===== src/sv/mgi_pkg.sv =====
// ---------------------------------------------------------------------------
// mgi_pkg: shared types and constants
// Operation codes, register indexes, state types and the merge result struct
// for the multilinear grid interpolator.
// ---------------------------------------------------------------------------
package mgi_pkg;

    localparam int COORD_FIELDS = 4;
    localparam int WEIGHT_W     = 17;
    localparam logic [WEIGHT_W-1:0] ONE_Q16 = 17'h10000;

    typedef enum logic [1:0] {
        OP_LOAD_TICK = 2'd0,
        OP_LOAD_GRID = 2'd1,
        OP_QUERY     = 2'd2,
        OP_UNUSED    = 2'd3
    } t_op;

    localparam logic [2:0] REG_NUM_DIMS   = 3'd0;
    localparam logic [2:0] REG_AXIS_LEN_0 = 3'd1;
    localparam logic [2:0] REG_AXIS_LEN_1 = 3'd2;
    localparam logic [2:0] REG_AXIS_LEN_2 = 3'd3;
    localparam logic [2:0] REG_AXIS_LEN_3 = 3'd4;

    typedef enum logic [2:0] {
        L_IDLE, L_END, L_CHK, L_SRD, L_SCMP, L_DIV, L_DONE
    } t_lane_state;

    typedef enum logic [2:0] {
        M_IDLE, M_FAC, M_RD, M_MUL, M_ACC, M_DONE
    } t_merge_state;

    typedef enum logic [1:0] {
        Q_IDLE, Q_LANES, Q_MERGE
    } t_top_state;

    typedef struct packed {
        logic        valid;
        logic        sat;
        logic [31:0] value;
    } t_merge_res;

endpackage


===== src/sv/mgi_axis_lane.sv =====
// ---------------------------------------------------------------------------
// mgi_axis_lane: per-axis cell search
// Holds one axis's tick table, clamps the query coordinate, runs a binary
// search with a read state and a compare state per probe, and a 16-step
// restoring divide for the lower node weight.
// ---------------------------------------------------------------------------
module mgi_axis_lane #(
    parameter int MAX_AXIS_POINTS = 8,
    parameter int AW = $clog2(MAX_AXIS_POINTS),
    parameter int LW = $clog2(MAX_AXIS_POINTS + 1)
) (
    input  logic                        i_clk,
    input  logic                        i_rst_n,
    input  logic                        i_wr_en,
    input  logic [AW-1:0]               i_wr_addr,
    input  logic signed [31:0]          i_wr_data,
    input  logic                        i_start,
    input  logic signed [31:0]          i_x,
    input  logic [LW-1:0]               i_len,
    output logic                        o_done,
    output logic [AW-1:0]               o_node,
    output logic [mgi_pkg::WEIGHT_W-1:0] o_weight
);
    import mgi_pkg::*;

    localparam int SW = AW + 2;

    logic signed [31:0] mem [MAX_AXIS_POINTS];
    logic signed [31:0] r_ta, r_tb, r_x;
    logic [AW-1:0]      rd_a, rd_b;

    t_lane_state r_state, n_state;
    logic signed [SW-1:0] r_lo, r_hi, r_mid, n_lo, n_hi, n_mid;
    logic [AW-1:0]        r_node, n_node;
    logic [WEIGHT_W-1:0]  r_w, n_w;
    logic [32:0]          r_rem, n_rem, r_den, n_den;
    logic [15:0]          r_q, n_q;
    logic [3:0]           r_cnt, n_cnt;

    logic signed [SW-1:0] s_lo, s_hi;
    logic signed [SW:0]   sum_lh;
    logic [33:0]          sh;
    logic signed [32:0]   diff_num, diff_den;

    always_comb begin
        if (r_state == L_END) begin
            rd_a = '0;
            rd_b = AW'(i_len - LW'(1));
        end else begin
            rd_a = AW'(r_mid);
            rd_b = AW'(r_mid + SW'(1));
        end
    end

    always_ff @(posedge i_clk) begin
        if (i_wr_en) begin
            mem[i_wr_addr] <= i_wr_data;
        end
        r_ta <= mem[rd_a];
        r_tb <= mem[rd_b];
        if (i_start) begin
            r_x <= i_x;
        end
    end

    always_comb begin
        n_state  = r_state;
        n_lo     = r_lo;
        n_hi     = r_hi;
        n_mid    = r_mid;
        n_node   = r_node;
        n_w      = r_w;
        n_rem    = r_rem;
        n_den    = r_den;
        n_q      = r_q;
        n_cnt    = r_cnt;
        s_lo     = r_lo;
        s_hi     = r_hi;
        sum_lh   = '0;
        sh       = {r_rem, 1'b0};
        diff_num = $signed({r_tb[31], r_tb}) - $signed({r_x[31], r_x});
        diff_den = $signed({r_tb[31], r_tb}) - $signed({r_ta[31], r_ta});
        unique case (r_state)
            L_IDLE, L_DONE: begin
                if (i_start) n_state = L_END;
            end
            L_END: n_state = L_CHK;
            L_CHK: begin
                if (i_len == LW'(1) || r_x <= r_ta) begin
                    n_node  = '0;
                    n_w     = ONE_Q16;
                    n_state = L_DONE;
                end else if (r_x >= r_tb) begin
                    n_node  = AW'(i_len - LW'(1));
                    n_w     = ONE_Q16;
                    n_state = L_DONE;
                end else begin
                    n_lo    = '0;
                    n_hi    = $signed(SW'(i_len)) - SW'(2);
                    sum_lh  = {n_hi[SW-1], n_hi};
                    n_mid   = SW'(sum_lh >>> 1);
                    n_state = L_SRD;
                end
            end
            L_SRD: n_state = L_SCMP;
            L_SCMP: begin
                if (r_x < r_ta) begin
                    s_hi = r_mid - SW'(1);
                end else if (r_x >= r_tb) begin
                    s_lo = r_mid + SW'(1);
                end
                if (r_x >= r_ta && r_x < r_tb) begin
                    n_node = AW'(r_mid);
                    if (r_x == r_ta) begin
                        // on the lower tick: full weight, quotient would need bit 16
                        n_w     = ONE_Q16;
                        n_state = L_DONE;
                    end else begin
                        n_rem   = 33'(diff_num);
                        n_den   = 33'(diff_den);
                        n_q     = '0;
                        n_cnt   = '0;
                        n_state = L_DIV;
                    end
                end else if (s_lo > s_hi) begin
                    // search ran out without a cell: all weight on upper node
                    n_node  = AW'(r_mid);
                    n_w     = '0;
                    n_state = L_DONE;
                end else begin
                    n_lo    = s_lo;
                    n_hi    = s_hi;
                    sum_lh  = $signed({s_lo[SW-1], s_lo}) + $signed({s_hi[SW-1], s_hi});
                    n_mid   = SW'(sum_lh >>> 1);
                    n_state = L_SRD;
                end
            end
            L_DIV: begin
                if (sh >= {1'b0, r_den}) begin
                    n_rem = 33'(sh - {1'b0, r_den});
                    n_q   = {r_q[14:0], 1'b1};
                end else begin
                    n_rem = sh[32:0];
                    n_q   = {r_q[14:0], 1'b0};
                end
                n_cnt = r_cnt + 4'd1;
                if (r_cnt == 4'd15) begin
                    n_w     = {1'b0, n_q};
                    n_state = L_DONE;
                end
            end
            default: n_state = L_IDLE;
        endcase
    end

    always_ff @(posedge i_clk) begin
        if (!i_rst_n) begin
            r_state <= L_IDLE;
        end else begin
            r_state <= n_state;
        end
        r_lo   <= n_lo;
        r_hi   <= n_hi;
        r_mid  <= n_mid;
        r_node <= n_node;
        r_w    <= n_w;
        r_rem  <= n_rem;
        r_den  <= n_den;
        r_q    <= n_q;
        r_cnt  <= n_cnt;
    end

    assign o_done   = (r_state == L_DONE);
    assign o_node   = r_node;
    assign o_weight = r_w;

endmodule


===== config.mk =====
export PLATFORM = sky130hd
export DESIGN_NAME = mgi_axis_lane
export DESIGN_NICKNAME = d
export VERILOG_FILES = /design/src/sv/mgi_pkg.sv /design/src/sv/mgi_axis_lane.sv
export SDC_FILE = /design/constraint.sdc
export NUM_CORES = 1
export LEC_CHECK = 0
export BUFFER_PORTS_ARGS = -buffer_cell sky130_fd_sc_hd__buf_2
export CORE_MARGIN = 4
export CORE_UTILIZATION = 30
export DETAILED_ROUTE_END_ITERATION = 7
export PLACE_DENSITY = 0.52
export SLEW_MARGIN = 20
export SYNTH_ARGS = -nofsm -noshare
export SYNTH_HDL_FRONTEND = slang
export SYNTH_SLANG_ARGS = --single-unit

===== constraint.sdc =====
create_clock -name i_clk -period 8.1 [get_ports i_clk]
set_input_delay 0.81 -clock i_clk [delete_from_list [all_inputs] [get_ports i_clk]]
set_output_delay 0.81 -clock i_clk [all_outputs]
set_load 0.01 [all_outputs]

==> results.yml <==
timing:
  timing.fmax_mhz: 172
  rsz0062_at_grt: "false"
  setup_tns_ps: 0
  setup_violations: 0
  tightestPinTransition_ps: 982
  hold_viol_final: 0
  finClkSkew_ps: 42.5
  slew_viol_final: 0
  maxSlewHeadroom: 0.343
  fin_crit_ps: 5800
  min_period_over_period: 0.716
finish:
  post-route-util: 0.344
  fillers: 8768
  drive_gt1_frac: 0.0948
  area_delta_synth_final_pct: 13.5
  final_area_um2: 29900
  nets: 2946
worst_setup_path:
  cp_top_family: "compound AO/OA/AOI/OAI gates"
  critPathSlowestCell: "o211a_1"
  max_stage_delay_ps: 610
  worstPathMaxFanout: 17
  worstPathCellList: "ha_1, a21oi_1, nor2_1, a211oi_1, o21ai_0, a2111oi_0, buf_4, mux2i_2, buf_4, nand2b_1, mux2_4, ha_1, o21bai_1, a21oi_1, o21ai_0, a21oi_1, a21oi_1, a31o_2, o221ai_1, a221oi_1, o211a_1"
  cp.arrival_ps: 6020
  start_kind: "flop"
  crit_required_ps: 8320
  crit_buf_inv: 2
  end_kind: "flop"
  r2r_start: "r_x[25]$_DFFE_PP_"
  path_class: "reg2reg"
  crit_top_cell: "a21oi_1"
  r2r_slack_ps: 2300
  r2r.worst_path.cells: 21
  r2r_end: "o_weight[15]$_DFFE_PP_"
synthesis:
  ys_seq_elements: 475
  ys.flop_type: "edfxtp_1"
  yosysUniqueCellTypes: 79
  netlist_area_um2: 26300
  async_flop_share: 0
  avgSynthCellArea_um2: 9.89
  yosysWarnings: 0
  synth_edf_count: 408
  syn-num-nets: 2886
  synthCells: 2662
  yosysSeqAreaShare: 0.516
clock_network:
  cts-resized-gates: 0
  cts_tree: "built"
  htree_num_levels: 2
  postCtsSetupRepairBufs: 0
  cts.clk_slew.worst_paths_ps: 60
  cts-root-buf: "clkbuf_16"
  holdBufCountCts: 0
  clkSinkCount: 475
  cts_buffers: 51
  clockBufferDepth: 3
  clk_latency_ps: 620
floorplanning:
  row_count: 108
  start_util: 0.303
  die_h_um: 304
  die_w_um: 304
  io_pins: 96
  die_area_um2: 92600
  coreArea_um2: 86900
pwr:
  total_power_w: 0.00981
  vdd_drop_max_mv: 0.185
  p_per_area_nw_per_um2: 328
  p_leak_nw: 11.9
placement:
  dpl_cell_area_um2: 28100
  port_buffers: 95
  dpl.hpwl_um: 52100
  routabilityCongestion: 0.841
grt:
  grt_pass1_wl_um: 120000
  antenna_found_initial: 15
  overflow: 0
  grt_pass1_vias: 19800
  grt_use_total: 0.166
  grt_max_degree: 67
worst_hold_path:
  worstHoldStart: "i_x[20]"
  hold_class: "in2reg"
  hold_end: "r_x[20]$_DFFE_PP_"
  holdPathStages: 1
drt:
  dr.pass1.iters: 5
  drt_iter0_drc: 1386
  drc_errors: 0
  routed_wl_um: 78900
  avgRoutedWirePerCell_um: 20.1
  final_antenna_net_count: 0
  via_per_inst: 5.10
  num_vias: 20000
job:
  max_cap_violations: 0
status:
  outcome: "finished clean"
[flip-flops by register name (all words and copies together) (netlist names)]
signal and flops:
r_rem 33, r_cnt 4, o_node 3, r_x 32, r_hi 5, r_state 3, r_tb 32, r_den 33
r_ta 32, r_q 15, r_lo 5, r_mid 5, mem 256, o_weight 17
[worst max path at each step]
stage	start	cells past startpoint	endpoint	slack [ps]
after floorplan	r_x[15]$_DFFE_PP_	10	r_cnt[0]$_SDFFCE_PN0P_	1580
after global placement	r_x[27]$_DFFE_PP_	18	o_weight[12]$_DFFE_PP_	2370
after detailed placement	r_x[27]$_DFFE_PP_	18	o_weight[13]$_DFFE_PP_	2290
after CTS	r_x[25]$_DFFE_PP_	21	o_weight[15]$_DFFE_PP_	2240
after global routing	r_x[26]$_DFFE_PP_	20	o_weight[15]$_DFFE_PP_	1730
final	r_x[25]$_DFFE_PP_	21	o_weight[15]$_DFFE_PP_	2300
[metrics by stage]
stage / hold WS (ps) / worst slack, ps / instances
after floorplan: 497 / 1580 / 2662
after global placement: 524 / 2370 / 3824
after detailed placement: 526 / 2290 / 3824
after CTS: 338 / 2240 / 3920
after global routing: 340 / 1730 / 3922
final: 371 / 2300 / 3925
[cell families (layout without fill, tap and decap cells)]
kind of cell               Yosys count  count (layout)  synth area share
buffers and inverters              265             368            0.0402
muxes                               63              63            0.0249
and+or+nand+nor                   1120            1120             0.192
DFF                                475             475             0.516
other                                0               5                 0
adders and majority gates          149             149            0.0720
AOI/OAI and AO/OA                  515             515             0.130
xor gates and xnor gates            75              75            0.0250
[placed cells by master, fill, tap and decap left out, drive strengths merged, types with 11 or more instances in the layout]
cell      n
o41ai    33
buf     130
o21ai   123
nor3     32
a21oi   130
ha      145
nand2b   23
and3     20
and2     42
edfxtp  408
a221oi   12
nand4    19
mux2i    58
xnor2    42
inv     143
dfxtp    67
o21a     14
clkbuf   63
a31oi    13
o21bai   11
o211ai   15
a211oi   49
or3      15
nand3   294
xor2     33
nor2    105
a21o     42
nand2   533
clkinv   24
[cell usage after synthesis (all sizes together), types with 49 or more instances]
| cell | number | share of area |
|---|---|---|
| nand3 | 294 | 0.056 |
| dfxtp | 67 | 0.051 |
| ha | 145 | 0.069 |
| o21ai | 123 | 0.023 |
| inv | 142 | 0.020 |
| nand2 | 533 | 0.076 |
| a211oi | 49 | 0.014 |
| clkbuf | 93 | 0.013 |
| a21oi | 130 | 0.025 |
| mux2i | 58 | 0.022 |
| edfxtp | 408 | 0.47 |
| nor2 | 105 | 0.015 |
[final cells by class]
class                           instances  area, um2  share of cell area
Clock inverter                         33        365              0.0122
Clock buffer                           63       1350              0.0452
Timing Repair Buffer                  130        738              0.0247
Tap cell                             1155       1450              0.0484
Multi-Input combinational cell       1922      11800               0.396
Antenna cell                            5       12.5            0.000419
Sequential cell                       475      13600               0.455
Inverter                              142        533              0.0178
[where the power goes]
part	total (W)	internal [W]	switching (W)
registers	0.00322	0.00307	0.000149
logic	0.00419	0.00152	0.00267
clock network	0.00240	0.00139	0.00101
[per-layer routing]
| layer | track usage | part of all wire | vias to the layer above |
|---|---|---|---|
| met5 | 0 | 0.00028 | - |
| met4 | 0.0533 | 0.031 | 4 |
| met3 | 0.0241 | 0.054 | 132 |
| met2 | 0.278 | 0.47 | 540 |
| met1 | 0.221 | 0.45 | 9576 |
| li1 | - | - | 9766 |
[worst register-to-register path: cells and delay by family, from the launching register on]
family,cells,cell delay (ps)
AOI/OAI and AO/OA,13,3140
adders and majority gates,2,640
buffers and inverters,2,430
DFF,1,390
muxes,2,440
and+or+nand+nor,2,370
Note: power is estimated with default switching activity, not from simulation.
